File: src/qrm_pkg.sv
// Shared constants and types of the quaternion to rotation matrix block.
package qrm_pkg;

    localparam int FRAC_BITS_DEF = 14;
    localparam int IN_W = 16;
    localparam int OUT_W = 16;
    localparam int LANES = 9;
    localparam int PROD_W = 2 * IN_W;
    localparam int SUM_W = PROD_W + 3;
    localparam int N_W = PROD_W + 1;
    localparam int R_W = N_W + 1;

    typedef logic [LANES-1:0][R_W-1:0] lane_rem_t;
    typedef logic signed [PROD_W-1:0] prod_t;

endpackage

File: src/qrm_round.sv
// Output stage: round to nearest, clamp to one, apply sign, saturate to 16 bits.
module qrm_round
    import qrm_pkg::*;
#(
    parameter int FRAC_BITS = FRAC_BITS_DEF
)
(
    input  logic                                clk,
    input  logic                                en,
    input  logic [LANES-1:0][FRAC_BITS+1:0]     q_in,
    input  logic [LANES-1:0]                    neg_in,
    input  logic                                zero_in,
    output logic [LANES-1:0][OUT_W-1:0]         m,
    output logic                                zero
);

    localparam int QW = FRAC_BITS + 2;
    localparam int SW = (QW + 1 > OUT_W + 1) ? QW + 1 : OUT_W + 1;
    localparam logic [QW-1:0] ONE = QW'(1) << FRAC_BITS;
    localparam logic signed [SW-1:0] MAXV = SW'(32767);
    localparam logic signed [SW-1:0] MINV = -SW'(32768);

    logic [LANES-1:0][OUT_W-1:0] m_reg, m_next;
    logic zero_reg;
    logic [QW:0] rsum;
    logic [QW-1:0] q;
    logic signed [SW-1:0] s;

    always_comb
    begin
        for (int i = 0; i < LANES; i++)
        begin
            rsum = {1'b0, q_in[i]} + (QW+1)'(1);
            q = rsum[QW:1];
            if (q > ONE)
            begin
                q = ONE;
            end
            s = SW'($signed({1'b0, q}));
            if (neg_in[i])
            begin
                s = -s;
            end
            if (s > MAXV)
            begin
                s = MAXV;
            end
            if (s < MINV)
            begin
                s = MINV;
            end
            m_next[i] = zero_in ? '0 : s[OUT_W-1:0];
        end
    end

    always_ff @(posedge clk)
    begin
        if (en)
        begin
            m_reg <= m_next;
            zero_reg <= zero_in;
        end
    end

    assign m = m_reg;
    assign zero = zero_reg;

endmodule

File: config.mk
export PLATFORM = sky130hd
export DESIGN_NAME = qrm_round
export DESIGN_NICKNAME = d
export VERILOG_FILES = /design/src/qrm_pkg.sv /design/src/qrm_round.sv
export SDC_FILE = /design/constraint.sdc
export NUM_CORES = 1
export LEC_CHECK = 0
export BUFFER_PORTS_ARGS = -buffer_cell sky130_fd_sc_hd__buf_4
export CORE_ASPECT_RATIO = 1.25
export CORE_MARGIN = 5
export CORE_UTILIZATION = 57
export DETAILED_ROUTE_END_ITERATION = 10
export PLACE_DENSITY_LB_ADDON = 0.15
export SLEW_MARGIN = 30
export SYNTH_ARGS = -nofsm -noshare
export SYNTH_HDL_FRONTEND = slang
export SYNTH_SLANG_ARGS = --single-unit
File: constraint.sdc
create_clock -name clk -period 12.4 [get_ports clk]
set_input_delay 0.62 -clock clk [delete_from_list [all_inputs] [get_ports clk]]
set_output_delay 0.62 -clock clk [all_outputs]
set_load 0.005 [all_outputs]
======== Word level (Yosys, flattened, before mapping) ========
Cells that the tools add are included.
cells by class
  add/sub/neg operators ................... 18
  shift-type cells ........................ 0
  reduce and logical (&&, ||, !) cells .... 9
  multiplexer cells ....................... 36
  div/mod/pow operators ................... 0
  order comparisons ....................... 27
  bitwise logic cells ..................... 0
  equal/unequal tests ..................... 0
  $mul .................................... 0
operator list
  operator                                                       number
  2-to-1 mux 17 bit                                              18
  2-to-1 mux 16 bit                                              18
  adder 16 x 1 -> 17 bit (second input constant)                 9
  > comparator 17 x 16 -> 1 bit (second input constant)          9
  less-than comparator 17 x 16 -> 1 bit (second input constant)  9
  negation 16 -> 17 bit                                          9
  > comparator 16 x 15 -> 1 bit (second input constant)          9
  OR reduction 2 bit                                             9
storage, ports and cells
  latch bits .............................. 0
  memories ................................ 0
  flip-flop bits (word level) ............. 145
  ROM bits ................................ 0
  RAM bits ................................ 0
  output and inout bits ................... 145

======== Logic depth before layout (Yosys ltp) ========
  depth in word-level cells ............... 9
  mapped depth ............................ 20
  gate-level depth less buffers ........... 16

======== Worst setup path after synthesis ========
No wires, ideal clock.
  kind .................................... input-to-reg
  start point ............................. input port q_in[6] (netlist bit)
  end point ............................... register m_reg (netlist bit m[13]), data pin
  stages on the path ...................... 16
  required time ........................... 12.132 ns
  path buffers ............................ 3
  arrival ................................. 4.074 ns
  setup time .............................. 0.268 ns
  path slack .............................. 8.058 ns
  cell sequence ........................... clkbuf_1 > nand4_1 > nor3_1 > mux2_2 > a2bb2oi_1 > o41ai_1 > clkbuf_1 > nand2_1 > ha_1 > inv_1 > nor4_1 > o21ai_0 > or2_2 > a41o_1 > clkbuf_1 > nor3_1
on the way
  cells in the longest elaborated chain, start to end .. 9
RTL lines
  element                                RTL line         RTL
  from (decl)                            qrm_round.sv:10  input logic [LANES-1:0][FRAC_BITS+1:0] q_in,
  adder 16 x 1 -> 17 bit *               qrm_round.sv:33  rsum = {1'b0, q_in[i]} + (QW+1)'(1);
  > comparator 16 x 15 -> 1 bit          qrm_round.sv:35  if (q > ONE)
  2-to-1 mux 16 bit *                    qrm_round.sv:35
  negation 16 -> 17 bit                  qrm_round.sv:42  s = -s;
  2-to-1 mux 17 bit *                    qrm_round.sv:40  if (neg_in[i])
  > comparator 17 x 16 -> 1 bit          qrm_round.sv:44  if (s > MAXV)
  2-to-1 mux 17 bit *                    qrm_round.sv:44
  less-than comparator 17 x 16 -> 1 bit  qrm_round.sv:48  if (s < MINV)
  OR reduction 2 bit (no source line)    -
  to (signal assigned)                   qrm_round.sv:60  m_reg <= m_next;
  to (decl)                              qrm_round.sv:23  logic [LANES-1:0][OUT_W-1:0] m_reg, m_next;
Mark *: on every way between the ends. The rest lies on a longest branch, timed or not.
A chain may end at the register's enable or synchronous reset.

======== Worst setup path after layout ========
  start point ............................. input port q_in[16] (netlist bit)
  end point ............................... register m_reg (netlist bit m[26]), data pin
The elaborated chain is that of the path after synthesis.

==> flow_metrics.tcl <==
set metrics [dict create \
    start_kind "primary input" \
    ir_drop_mv 0.0875 \
    yosys_register_bits 145 \
    gp_congestion 1.00 \
    tightest_slew_ns 0.946 \
    drc 0 \
    syn_to_final_growth_pct 19.0 \
    drive_gt1_share_pct 20.3 \
    power_density_nw_per_um2 89.5 \
    rsz0062_at_grt "false" \
    cp_top_family "simple AND/OR/NAND/NOR gates" \
    cp_cell_sequence "buf_4 -> ha_1 -> nand3_1 -> or4_1 -> or3_1 -> o211ai_1 -> or4_1 -> nand2_2 -> nand2_1 -> ha_1 -> inv_1 -> nor3_1 -> nor4bb_1 -> nand3b_1 -> nor4b_1 -> nand2_1 -> a221oi_2" \
    cp.arrival_ns 4.70 \
    grt_pass1_wl_mm 66.9 \
    die_h_um 188 \
    clockBufferDepth 2 \
    slowest_stage "nor4bb_1" \
    critPathMaxFanout 10 \
    numPortBuffers 300 \
    vias 14500 \
    dp_hpwl_mm 32.1 \
    timing.fmax_mhz 225 \
    final_nets 2138 \
    slew_violations 0 \
    cts_resized 0 \
    coreArea_sq_um 25100 \
    syn_area_sq_um 14400 \
    synth_edf_count 145 \
    routed_wl_mm 41.5 \
    first_iter_violations 881 \
    period_minus_slack_ns 4.44 \
    grt_usage_pct 27.7 \
    synth_ff_type "edfxtp_1" \
    drv_cap 0 \
    clk_pin_slew_worst_paths_ns 0.06 \
    dp_cells 2279 \
    worst_setup_path_end_kind "register" \
    stdcell_count 2316 \
    setup_viol 0 \
    max_stage_delay_ns 0.53 \
    largest_reg_flops 144 \
    initial_core_util_pct 57.4 \
    cp.required_ns 12.66 \
    cts_hold_buffers 0 \
    maxSlewHeadroom_pct 36.6 \
    p_leak_nw 6.26 \
    clockRootBuffer "clkbuf_16" \
    antenna_left 0 \
    tritoncts "yes" \
    first_pass_iters 5 \
    final_cell_mix "302 x buf_4, 176 x nand2_1, 148 x nor2_1, 145 x edfxtp_1, 113 x xnor2_1" \
    yosys.area.top_type "edfxtp_1" \
    cts.sink_count 145 \
    grt_pass1_vias 13700 \
    die_width_um 152 \
    layout_commonest_cell "buf_4" \
    finalPower_w 0.00153 \
    grt_max_degree 81 \
    synth_area_leaders "edfxtp_1 30%, xnor2_1 6.9%, xor2_1 5.5%" \
    synthCells 1775 \
    post_drt_wl_per_cell_um 17.9 \
    cp_num_buf_inv 2 \
    viasPerCell 6.27 \
    multi_input_area_sq_um 9350 \
    h-tree-depth 4 \
    cts_buffers 17 \
    synth.distinct_cells 98 \
    synthArstFlopShare_pct 0 \
    crit_type "primary input to register" \
    antenna_found_initial 5 \
    synthesis.nets 1949 \
    final_hold_viol_count 0 \
    synth_warnings 0 \
    io_pins 301 \
    fillers 2131 \
    synth.avg_cell_area_sq_um 8.12 \
    die-area_sq_um 28600 \
    grt_overflow 0 \
    setup-tns-final_ns 0 \
    outcome "finished clean" \
    yosys.area.top_type_share_pct 30.2 \
    seq_area_frac_synth_pct 30.2 \
    cts_setup_buffers 0 \
    hp-class "primary input to register" \
    seqCellArea_sq_um 4350 \
    row_count 65 \
    holdWs_ns 0.617 \
    post-route-period-util_pct 35.8 \
]
per-stage QoR:
stage	area, sq um	utilization, %	setup WS [ns]
after floorplan	14400	-	8.06
after global placement	16500	65.8	7.75
after detailed placement	16500	65.8	7.64
after CTS	17100	68.1	8.06
after global routing	17100	68.2	7.50
final	17100	68.2	7.96
cell type report:
class,instances,share of cell area (%)
Inverter,38,0.832
Timing Repair Buffer,304,13.4
Clock buffer,18,2.50
Multi-Input combinational cell,1458,54.6
Sequential cell,145,25.4
Clock inverter,14,0.810
Tap cell,335,2.44
Antenna cell,4,0.0584
cells in the mapped netlist (6+ instances only):
library cell,n
a41oi_1,7
nor3b_1,7
nand3b_1,7
and2_1,26
and4_1,21
o311a_1,6
nor2b_1,11
o21ai_0,80
a21oi_1,98
nand2b_1,28
or4_1,8
buf_2,29
nand4_1,50
a211oi_1,16
o22ai_1,8
nor4_1,27
mux2i_1,20
xnor2_1,113
or3_1,19
xor2_1,91
nand3_1,81
ha_1,18
o31ai_1,17
nor2_1,148
nor3_1,84
clkbuf_1,91
nand2_1,176
nand4b_1,6
a21o_1,9
and3_1,34
or2_2,10
edfxtp_1,145
a31oi_1,55
a21boi_0,7
o211ai_1,7
o21a_1,10
inv_1,36
a311oi_1,8
mux2_2,13
a31o_2,15
report_power, final:
part	leakage (nW)	internal, W	total, W	switching (W)
combinational	4.59	0.000188	0.000428	0.000240
sequential	1.39	0.000589	0.000601	0.0000122
clock	0.279	0.000295	0.000504	0.000209
total	6.26	0.00107	0.00153	0.000462
cell families (layout without fill, tap and decap cells):
| kind of cell | count (synthesis) | after routing | share of synthesized area, % |
|---|---|---|---|
| fa+ha+maj | 18 | 18 | 1.56 |
| mux | 33 | 33 | 2.40 |
| buf+inv | 172 | 374 | 4.99 |
| xor+xnor | 204 | 204 | 12.4 |
| flops | 145 | 145 | 30.2 |
| compound gates | 429 | 429 | 20.4 |
| simple gates | 774 | 774 | 28.0 |
| other cells | 0 | 4 | 0 |
per-layer routing:
layer | share of wire, % | vias up | track usage [%]
met2 | 49 | 651 | 48.7
met4 | 4.5 | 0 | 14.0
met3 | 7.8 | 121 | 5.89
met1 | 38 | 6728 | 31.9
li1 | - | 7030 | -
met5 | 0 | - | 0
path summary, 6_finish.rpt:
check / start / endpoint / slack (ns) / depth (start not counted)
worst max-delay path: q_in[16] / m[26]$_SDFFCE_PP0P_ / 7.96 / 17
worst min-delay path: zero_in / zero$_DFFE_PP_ / 0.62 / 1
(Power assumes the default switching activity.)
