$ cat src/qrm_pkg.sv
// Shared constants and types of the quaternion to rotation matrix block.
package qrm_pkg;

    localparam int FRAC_BITS_DEF = 14;
    localparam int IN_W = 16;
    localparam int OUT_W = 16;
    localparam int LANES = 9;
    localparam int PROD_W = 2 * IN_W;
    localparam int SUM_W = PROD_W + 3;
    localparam int N_W = PROD_W + 1;
    localparam int R_W = N_W + 1;

    typedef logic [LANES-1:0][R_W-1:0] lane_rem_t;
    typedef logic signed [PROD_W-1:0] prod_t;

endpackage

$ cat src/qrm_div_step.sv
// One restoring division step for all nine lanes against the shared norm.
module qrm_div_step
    import qrm_pkg::*;
#(
    parameter int QW = FRAC_BITS_DEF + 2
)
(
    input  logic                     clk,
    input  logic                     en,
    input  lane_rem_t                rem_in,
    input  logic [LANES-1:0][QW-1:0] q_in,
    input  logic [LANES-1:0]         neg_in,
    input  logic [N_W-1:0]           norm_in,
    input  logic                     zero_in,
    output lane_rem_t                rem_out,
    output logic [LANES-1:0][QW-1:0] q_out,
    output logic [LANES-1:0]         neg_out,
    output logic [N_W-1:0]           norm_out,
    output logic                     zero_out
);

    lane_rem_t rem_reg, rem_next;
    logic [LANES-1:0][QW-1:0] q_reg, q_next;
    logic [LANES-1:0] neg_reg;
    logic [N_W-1:0] norm_reg;
    logic zero_reg;
    logic [R_W-1:0] nx, t;
    logic bit_v;

    always_comb
    begin
        nx = {1'b0, norm_in};
        for (int i = 0; i < LANES; i++)
        begin
            bit_v = (rem_in[i] >= nx);
            t = bit_v ? (rem_in[i] - nx) : rem_in[i];
            rem_next[i] = {t[R_W-2:0], 1'b0};
            q_next[i] = {q_in[i][QW-2:0], bit_v};
        end
    end

    always_ff @(posedge clk)
    begin
        if (en)
        begin
            rem_reg <= rem_next;
            q_reg <= q_next;
            neg_reg <= neg_in;
            norm_reg <= norm_in;
            zero_reg <= zero_in;
        end
    end

    assign rem_out = rem_reg;
    assign q_out = q_reg;
    assign neg_out = neg_reg;
    assign norm_out = norm_reg;
    assign zero_out = zero_reg;

endmodule

$ cat config.mk
export PLATFORM = sky130hd
export DESIGN_NAME = qrm_div_step
export DESIGN_NICKNAME = d
export VERILOG_FILES = /design/src/qrm_pkg.sv /design/src/qrm_div_step.sv
export SDC_FILE = /design/constraint.sdc
export NUM_CORES = 1
export LEC_CHECK = 0
export BUFFER_PORTS_ARGS = -buffer_cell sky130_fd_sc_hd__buf_2
export CAP_MARGIN = 0
export CORE_AREA = 2 2 390 392
export CTS_BUF_LIST = sky130_fd_sc_hd__clkbuf_8
export DETAILED_ROUTE_END_ITERATION = 8
export DIE_AREA = 0 0 392 394
export PLACE_DENSITY = 0.53
export REMOVE_ABC_BUFFERS = 1
export SLEW_MARGIN = 20
export SYNTH_ARGS = -nofsm -noshare
export SYNTH_HDL_FRONTEND = slang
export SYNTH_SLANG_ARGS = --single-unit
$ cat constraint.sdc
create_clock -name clk -period 6.8 [get_ports clk]
set_input_delay 1.36 -clock clk [delete_from_list [all_inputs] [get_ports clk]]
set_output_delay 1.36 -clock clk [all_outputs]
set_load 0.02 [all_outputs]
== After elaboration in Yosys (flattened, before gate mapping) ==
Cells that the tools add are included.
Word-level totals
  register bits after elaboration: 484
  word-level logic and storage cells: 48
  output and inout port bits: 493
Operators by class
  magnitude comparators: 9
  multiplexer cells: 9
  add/subtract/negate cells: 9
Operators with widths (count)
  $ge 34x33->1: 9
  $mux 33: 9
  $sub 33x33->33: 9

== Longest topological paths before layout ==
Gate-level depths: netlist of run 1.
  depth after elaboration: 2
  mapped depth: 16
  gate-level depth less buffers: 14

== Least setup slack after synthesis of run 1 ==
Ideal clock, no wire load.
  path kind: input port to flip-flop
  start: input port norm_in[1]
  end: register rem_reg, in the netlist rem_out[234], data pin
  cell stages on the path: 11
  buffers on the path: 0
  slack: 1.994 ns
  data required time: 6.620 ns
  setup time: 0.180 ns
  arrival: 4.626 ns
  cell sequence: inv_1 -> ha_1 -> nor2b_1 -> o31a_1 -> o311a_4 -> a211o_1 -> a2111oi_4 -> o311ai_2 -> a2111o_1 -> a311o_1 -> o311ai_1
RTL lines
  start, declared: line qrm_div_step.sv:13  | input logic [N_W-1:0] norm_in,
  end signal, assigned: line qrm_div_step.sv:46  | rem_reg <= rem_next;
  end, declared: line qrm_div_step.sv:22  | lane_rem_t rem_reg, rem_next;

==> impl_metrics.xml, run 1 <==
<?xml version="1.0" encoding="UTF-8"?>
<metrics>
  <group name="clock_tree">
    <metric name="cts_tree" unit="">yes</metric>
    <metric name="path_clk_slew" unit="ps">60</metric>
    <metric name="clock_sinks" unit="">484</metric>
    <metric name="root_buffer" unit="">clkbuf_8</metric>
    <metric name="cts.htree.levels" unit="">3</metric>
    <metric name="number_of_buffers_created_by_cts" unit="">97</metric>
    <metric name="ctsLongestPathBuffers" unit="">3</metric>
    <metric name="cts_resized" unit="">0</metric>
    <metric name="cts.repair_timing.setup_buffer_count" unit="">0</metric>
    <metric name="postCtsHoldBufs" unit="">0</metric>
  </group>
  <group name="final_layout">
    <metric name="areaGrowthSynthToFinish" unit="%">29.3</metric>
    <metric name="nFillCells" unit="">16100</metric>
    <metric name="final_net_count" unit="">5096</metric>
    <metric name="finish.utilization" unit="">0.286</metric>
    <metric name="stdcell_area" unit="mm²">0.0431</metric>
    <metric name="layout-drive-gt1-share" unit="">0.301</metric>
  </group>
  <group name="flow_run">
    <metric name="maxCapViolCount" unit="">0</metric>
  </group>
  <group name="drt">
    <metric name="routed_wire_length_per_instance" unit="µm">24.9</metric>
    <metric name="detail-route-antenna-nets" unit="">0</metric>
    <metric name="dr.first_iter.drc_count" unit="">2280</metric>
    <metric name="vias_per_cell" unit="">4.80</metric>
    <metric name="detail_route.drc_violations" unit="">0</metric>
    <metric name="detail_route.wirelength" unit="µm">160000</metric>
    <metric name="iteration_count_of_the_initial_detailed_routing_pass" unit="">8</metric>
    <metric name="num_vias" unit="">30800</metric>
  </group>
  <group name="synthesis">
    <metric name="ys_ff_latch" unit="">484</metric>
    <metric name="synthArstFlopShare" unit="">0</metric>
    <metric name="synth_cell_type_count" unit="">88</metric>
    <metric name="ys_warn_count" unit="">0</metric>
    <metric name="syn_area_per_cell" unit="µm²">10.3</metric>
    <metric name="postSynthCellCount" unit="">3246</metric>
    <metric name="synth_edf_count" unit="">484</metric>
    <metric name="synthesis.area" unit="mm²">0.0333</metric>
    <metric name="ys_dominant_reg_cell" unit="">edfxtp_1</metric>
    <metric name="yosysSeqAreaShare" unit="">0.436</metric>
  </group>
  <group name="floorplanning">
    <metric name="rows" unit="">143</metric>
    <metric name="chipHeight" unit="µm">394</metric>
    <metric name="die_area" unit="mm²">0.154</metric>
    <metric name="fp.coreArea" unit="mm²">0.151</metric>
    <metric name="fp.dieW" unit="µm">392</metric>
    <metric name="initial_core_util" unit="">0.221</metric>
    <metric name="io_pins" unit="">988</metric>
  </group>
  <group name="sta">
    <metric name="clock_period_minus_worst_slack" unit="ps">5060</metric>
    <metric name="worst_pin_slew" unit="ps">1060</metric>
    <metric name="setup_violations" unit="">0</metric>
    <metric name="clock.fmax" unit="MHz">198</metric>
    <metric name="timing_max_transition_violations_final" unit="">0</metric>
    <metric name="portion_of_the_clock_cycle_consumed_by_the_worst_path_in_the_final_layout" unit="">0.744</metric>
    <metric name="final_hold_fails" unit="">0</metric>
    <metric name="setup_repair_after_global_routing_missed_its_margin" unit="">false</metric>
    <metric name="worst_slew_margin_rel" unit="">0.289</metric>
    <metric name="final.setup.tns" unit="ps">0</metric>
  </group>
  <group name="worst_setup_path">
    <metric name="worstSetupPathType" unit="">in -&gt; reg</metric>
    <metric name="worst_path_largest_cell_delay" unit="ps">570</metric>
    <metric name="slowest_stage" unit="">nor4_1</metric>
    <metric name="worstPathRequired" unit="ps">7330</metric>
    <metric name="worstPathCellList" unit="">buf_2, ha_1, inv_1, fa_1, a211oi_1, o21ai_1, a41oi_2, o211a_1, a21oi_1, o2111a_1, nor4_1, o21ai_4, buf_4, mux2_2</metric>
    <metric name="worst_setup_path_end_kind" unit="">flip-flop</metric>
    <metric name="critical_path_peak_fanout" unit="">34</metric>
    <metric name="critical_path.top_delay_family" unit="">compound AO/OA/AOI/OAI gates</metric>
    <metric name="wp_buf_inv" unit="">3</metric>
    <metric name="crit_arrival" unit="ps">5590</metric>
    <metric name="crit_path_start_kind" unit="">primary input</metric>
  </group>
  <group name="grt">
    <metric name="grt_antenna_before_repair" unit="">77</metric>
    <metric name="grt_start_max_net_pins" unit="">120</metric>
    <metric name="gr-total-overflow" unit="">0</metric>
    <metric name="vias_in_the_first_global_route" unit="">29400</metric>
    <metric name="grt_resource_usage_total" unit="">0.199</metric>
    <metric name="global_route_wire_length_before_repair" unit="µm">216000</metric>
  </group>
  <group name="place">
    <metric name="dpl_cell_area" unit="mm²">0.0410</metric>
    <metric name="io_buffers" unit="">969</metric>
    <metric name="dpl.hpwl" unit="µm">130000</metric>
    <metric name="gp_weighted_congestion" unit="">0.918</metric>
  </group>
  <group name="power_and_ir_drop">
    <metric name="power.ir.vdd_worst" unit="µV">247</metric>
    <metric name="p_per_area" unit="mW/mm²">248</metric>
    <metric name="power.static_leakage" unit="µW">0.0186</metric>
  </group>
  <group name="hold_path">
    <metric name="hold-path-cell-count" unit="">1</metric>
    <metric name="min_to" unit="">q_out[83]$_DFFE_PP_</metric>
    <metric name="min_path_type" unit="">in -&gt; reg</metric>
    <metric name="hold_path.startpoint" unit="">q_in[82]</metric>
  </group>
  <group name="run_status">
    <metric name="run_status" unit="">completed</metric>
  </group>
</metrics>
## through the flow
step                      worst slack (ps)  hold WS [ps]  cells  power (µW)
after floorplan                      -94.5          1460   3156        6020
after global placement                 965          1540   6226        7420
after detailed placement               874          1540   6226        7420
after CTS                             1810           593   6399       10900
after global routing                  1560           642   6414       11300
final                                 1740           729   6419       10700
## flip-flops by register name (all words and copies together) (netlist names)
register	cells
zero_out	1
norm_out	33
neg_out	9
q_out	144
rem_out	297
## report_power, final
part | leakage, µW | internal (µW) | switching, µW | total [µW]
Clock | 0.00113 | 1870 | 1470 | 3340
Combinational | 0.0127 | 1230 | 2200 | 3440
Sequential | 0.00474 | 3790 | 144 | 3930
## Yosys cell counts (all sizes together), types with 40 or more instances
library cell,n,share of area
a21o,151,0.034
a21oi,310,0.047
clkbuf,73,0.0082
edfxtp,484,0.44
ha,297,0.11
inv,151,0.017
mux2,103,0.035
nand2,267,0.030
nand3,55,0.0083
nand4,40,0.0075
nor2,205,0.023
nor3,57,0.0086
o21ai,230,0.035
o21bai,50,0.011
xnor2,153,0.040
xor2,74,0.019
## cell usage in the layout, fill, tap and decap left out, types with 50 or more instances in the layout
| cell type | instances |
|---|---|
| a21o_1 | 151 |
| a21oi_1 | 309 |
| buf_2 | 968 |
| buf_4 | 66 |
| clkbuf_8 | 97 |
| edfxtp_1 | 484 |
| ha_1 | 297 |
| inv_1 | 174 |
| mux2_2 | 103 |
| nand2_1 | 267 |
| nand3_1 | 55 |
| nor2_1 | 204 |
| nor3_1 | 57 |
| o21ai_0 | 227 |
| o21bai_1 | 50 |
| xnor2_1 | 153 |
| xor2_1 | 74 |
## per-layer routing
metal / up-vias / track usage / wire [µm]
li1: 14500 / - / -
met1: 14600 / 0.234 / 62900
met2: 1325 / 0.323 / 73500
met3: 323 / 0.0612 / 15100
met4: 44 / 0.103 / 8340
met5: - / 0 / 291
## worst max-delay path by stage
stage / start / end / slack [ps] / cells past startpoint
after floorplan: norm_in[1] / rem_out[230]$_DFFE_PP_ / -90 / 12
after global placement: norm_in[0] / rem_out[44]$_DFFE_PP_ / 960 / 14
after global routing: norm_in[0] / rem_out[50]$_DFFE_PP_ / 1560 / 14
after CTS: norm_in[0] / rem_out[62]$_DFFE_PP_ / 1810 / 14
final: norm_in[0] / rem_out[40]$_DFFE_PP_ / 1740 / 14
after detailed placement: norm_in[0] / rem_out[40]$_DFFE_PP_ / 870 / 14
## cell type report
type / count / area (µm²) / area share
Inverter: 152 / 571 / 0.0132
Clock buffer: 97 / 1340 / 0.0310
Clock inverter: 76 / 734 / 0.0170
Multi-Input combinational cell: 2520 / 17900 / 0.415
Sequential cell: 484 / 14500 / 0.337
Tap cell: 2030 / 2540 / 0.0589
Timing Repair Buffer: 1040 / 5460 / 0.127
Antenna cell: 20 / 50.0 / 0.00116
## logic make-up after synthesis
| family | Yosys count | share of synthesized area |
|---|---|---|
| AOI/OAI and AO/OA | 1048 | 0.203 |
| xor gates and xnor gates | 227 | 0.0597 |
| adders and majority gates | 306 | 0.117 |
| buffers and inverters | 250 | 0.0302 |
| DFF | 484 | 0.436 |
| muxes | 114 | 0.0381 |
| other | 1 | 0.000113 |
| and+or+nand+nor | 816 | 0.116 |
No activity file was read; power rests on OpenSTA's default activity.
==> run 2: changes to the inputs <==
==> constraint.sdc (replaced) <==
create_clock -name clk -period 5.2 [get_ports clk]
set_input_delay 1.04 -clock clk [delete_from_list [all_inputs] [get_ports clk]]
set_output_delay 1.04 -clock clk [all_outputs]
set_load 0.02 [all_outputs]
==> impl_metrics.xml, run 2 (synthesis gave the netlist of run 1 again) <==
<?xml version="1.0" encoding="UTF-8"?>
<metrics>
  <group name="run_status">
    <metric name="run_status" unit="">completed</metric>
  </group>
  <group name="floorplanning">
    <metric name="die_area" unit="mm²">0.154</metric>
    <metric name="io_pins" unit="">988</metric>
    <metric name="initial_core_util" unit="">0.221</metric>
    <metric name="fp.dieW" unit="µm">392</metric>
    <metric name="rows" unit="">143</metric>
    <metric name="chipHeight" unit="µm">394</metric>
    <metric name="fp.coreArea" unit="mm²">0.151</metric>
  </group>
  <group name="final_layout">
    <metric name="nFillCells" unit="">16200</metric>
    <metric name="finish.utilization" unit="">0.289</metric>
    <metric name="largest_register_ffs" unit="">297</metric>
    <metric name="final_common_cell" unit="">buf_2</metric>
    <metric name="areaGrowthSynthToFinish" unit="%">30.5</metric>
    <metric name="layout-drive-gt1-share" unit="">0.308</metric>
    <metric name="regArea" unit="mm²">0.0145</metric>
    <metric name="final_net_count" unit="">5141</metric>
    <metric name="most-common-layout-cells" unit="">buf_2 (968), edfxtp_1 (484), a21oi_1 (309)</metric>
    <metric name="stdcell_area" unit="mm²">0.0435</metric>
    <metric name="multi_input_area" unit="mm²">0.0179</metric>
  </group>
  <group name="drt">
    <metric name="routed_wire_length_per_instance" unit="µm">24.8</metric>
    <metric name="vias_per_cell" unit="">4.78</metric>
    <metric name="num_vias" unit="">30900</metric>
    <metric name="detail-route-antenna-nets" unit="">0</metric>
    <metric name="dr.first_iter.drc_count" unit="">2080</metric>
    <metric name="detail_route.wirelength" unit="µm">160000</metric>
    <metric name="iteration_count_of_the_initial_detailed_routing_pass" unit="">6</metric>
    <metric name="detail_route.drc_violations" unit="">0</metric>
  </group>
  <group name="power_and_ir_drop">
    <metric name="power.static_leakage" unit="µW">0.0188</metric>
    <metric name="power.ir.vdd_worst" unit="µV">197</metric>
    <metric name="p_per_area" unit="mW/mm²">316</metric>
  </group>
  <group name="grt">
    <metric name="vias_in_the_first_global_route" unit="">29700</metric>
    <metric name="grt_antenna_before_repair" unit="">69</metric>
    <metric name="gr-total-overflow" unit="">0</metric>
    <metric name="grt_start_max_net_pins" unit="">99</metric>
    <metric name="grt_resource_usage_total" unit="">0.198</metric>
    <metric name="global_route_wire_length_before_repair" unit="µm">217000</metric>
  </group>
  <group name="clock_tree">
    <metric name="ctsLongestPathBuffers" unit="">3</metric>
    <metric name="path_clk_slew" unit="ps">60</metric>
    <metric name="postCtsHoldBufs" unit="">0</metric>
    <metric name="cts_tree" unit="">yes</metric>
    <metric name="root_buffer" unit="">clkbuf_8</metric>
    <metric name="cts.htree.levels" unit="">3</metric>
    <metric name="clock_sinks" unit="">484</metric>
    <metric name="number_of_buffers_created_by_cts" unit="">98</metric>
    <metric name="cts.repair_timing.setup_buffer_count" unit="">0</metric>
    <metric name="cts_resized" unit="">0</metric>
  </group>
  <group name="worst_setup_path">
    <metric name="worstSetupPathType" unit="">in -&gt; reg</metric>
    <metric name="worstPathRequired" unit="ps">5700</metric>
    <metric name="crit_path_start_kind" unit="">primary input</metric>
    <metric name="setup.worst_path.end" unit="">rem_out[230]$_DFFE_PP_</metric>
    <metric name="worst_setup_path_end_kind" unit="">flip-flop</metric>
    <metric name="crit_arrival" unit="ps">4840</metric>
    <metric name="crit_start" unit="">norm_in[0]</metric>
    <metric name="critical_path_peak_fanout" unit="">6</metric>
  </group>
  <group name="place">
    <metric name="gp_weighted_congestion" unit="">0.907</metric>
    <metric name="io_buffers" unit="">969</metric>
    <metric name="dpl.hpwl" unit="µm">128000</metric>
    <metric name="dpl_cell_area" unit="mm²">0.0416</metric>
    <metric name="dp_slack" unit="ps">80.1</metric>
  </group>
  <group name="sta">
    <metric name="worst_slew_margin_rel" unit="">0.238</metric>
    <metric name="final.setup.worst_slack" unit="ps">861</metric>
    <metric name="fin_worst_hold_slack" unit="ps">396</metric>
    <metric name="setup_repair_after_global_routing_missed_its_margin" unit="">false</metric>
    <metric name="clock.fmax" unit="MHz">230</metric>
    <metric name="final_hold_fails" unit="">0</metric>
    <metric name="portion_of_the_clock_cycle_consumed_by_the_worst_path_in_the_final_layout" unit="">0.834</metric>
    <metric name="worst_pin_slew" unit="ps">1140</metric>
    <metric name="timing_max_transition_violations_final" unit="">0</metric>
    <metric name="clock_period_minus_worst_slack" unit="ps">4340</metric>
    <metric name="setup_violations" unit="">0</metric>
  </group>
  <group name="flow_run">
    <metric name="maxCapViolCount" unit="">0</metric>
  </group>
  <group name="hold_path">
    <metric name="min_path_type" unit="">in -&gt; reg</metric>
    <metric name="hold-path-cell-count" unit="">1</metric>
  </group>
</metrics>
run 2: cell count changes in the layout (fill, tap and decap cells not counted), sizes merged:
cell	delta
buf	+44
diode	-7
clkinv	+4
bufinv	-9
clkinvlp	-2
inv	+1
clkbuf	+2
run 2: worst min path at each step:
stage               startpoint              endpoint
finish               neg_in[4]  neg_out[4]$_DFFE_PP_
floorplan            neg_in[0]  neg_out[0]$_DFFE_PP_
CTS                  q_in[110]  q_out[111]$_DFFE_PP_
detailed placement   neg_in[0]  neg_out[0]$_DFFE_PP_
global route         q_in[110]  q_out[111]$_DFFE_PP_
global placement     q_in[140]  q_out[141]$_DFFE_PP_
run 2: per-layer routing:
layer	part of all wire	vias up	track usage
li1	-	14500	-
met1	0.39	14800	0.234
met2	0.48	1173	0.340
met3	0.085	289	0.0528
met4	0.039	44	0.0749
met5	0.0019	-	0
run 2: per-stage QoR:
stage          total power (µW)  setup TNS, ps  cells
3_5_place_dp               9790              0   6270
4_1_cts                   13900              0   6439
2_1_floorplan              7880         -41350   3156
3_3_place_gp               9780              0   6270
5_1_grt                   14400              0   6444
6_report                  13700              0   6452
run 2: final cells by class:
type,instances,share of cell area
timing repair buffer,1084,0.140
tap,2030,0.0584
antenna,13,0.000748
multi-input combinational,2520,0.411
clock inverter,70,0.0113
sequential,484,0.334
clock buffer,99,0.0313
inverter,152,0.0131
run 2: worst max-delay path, cell delays in order:
cell and delay, ps:
buf_2 450, buf_4 340, ha_1 210, inv_1 50, fa_1 390, nand3_1 110
a21oi_1 110, o41ai_1 490, o31a_1 280, a311o_1 300, a21oi_1 140, a41oi_4 280
clkinv_1 260, o311ai_0 150, o311ai_0 180
run 2: power by group:
group | leakage, µW | internal, µW | switching [µW]
registers | 0.00474 | 4950 | 200
clock network | 0.00104 | 2040 | 1960
logic | 0.0130 | 1690 | 2880
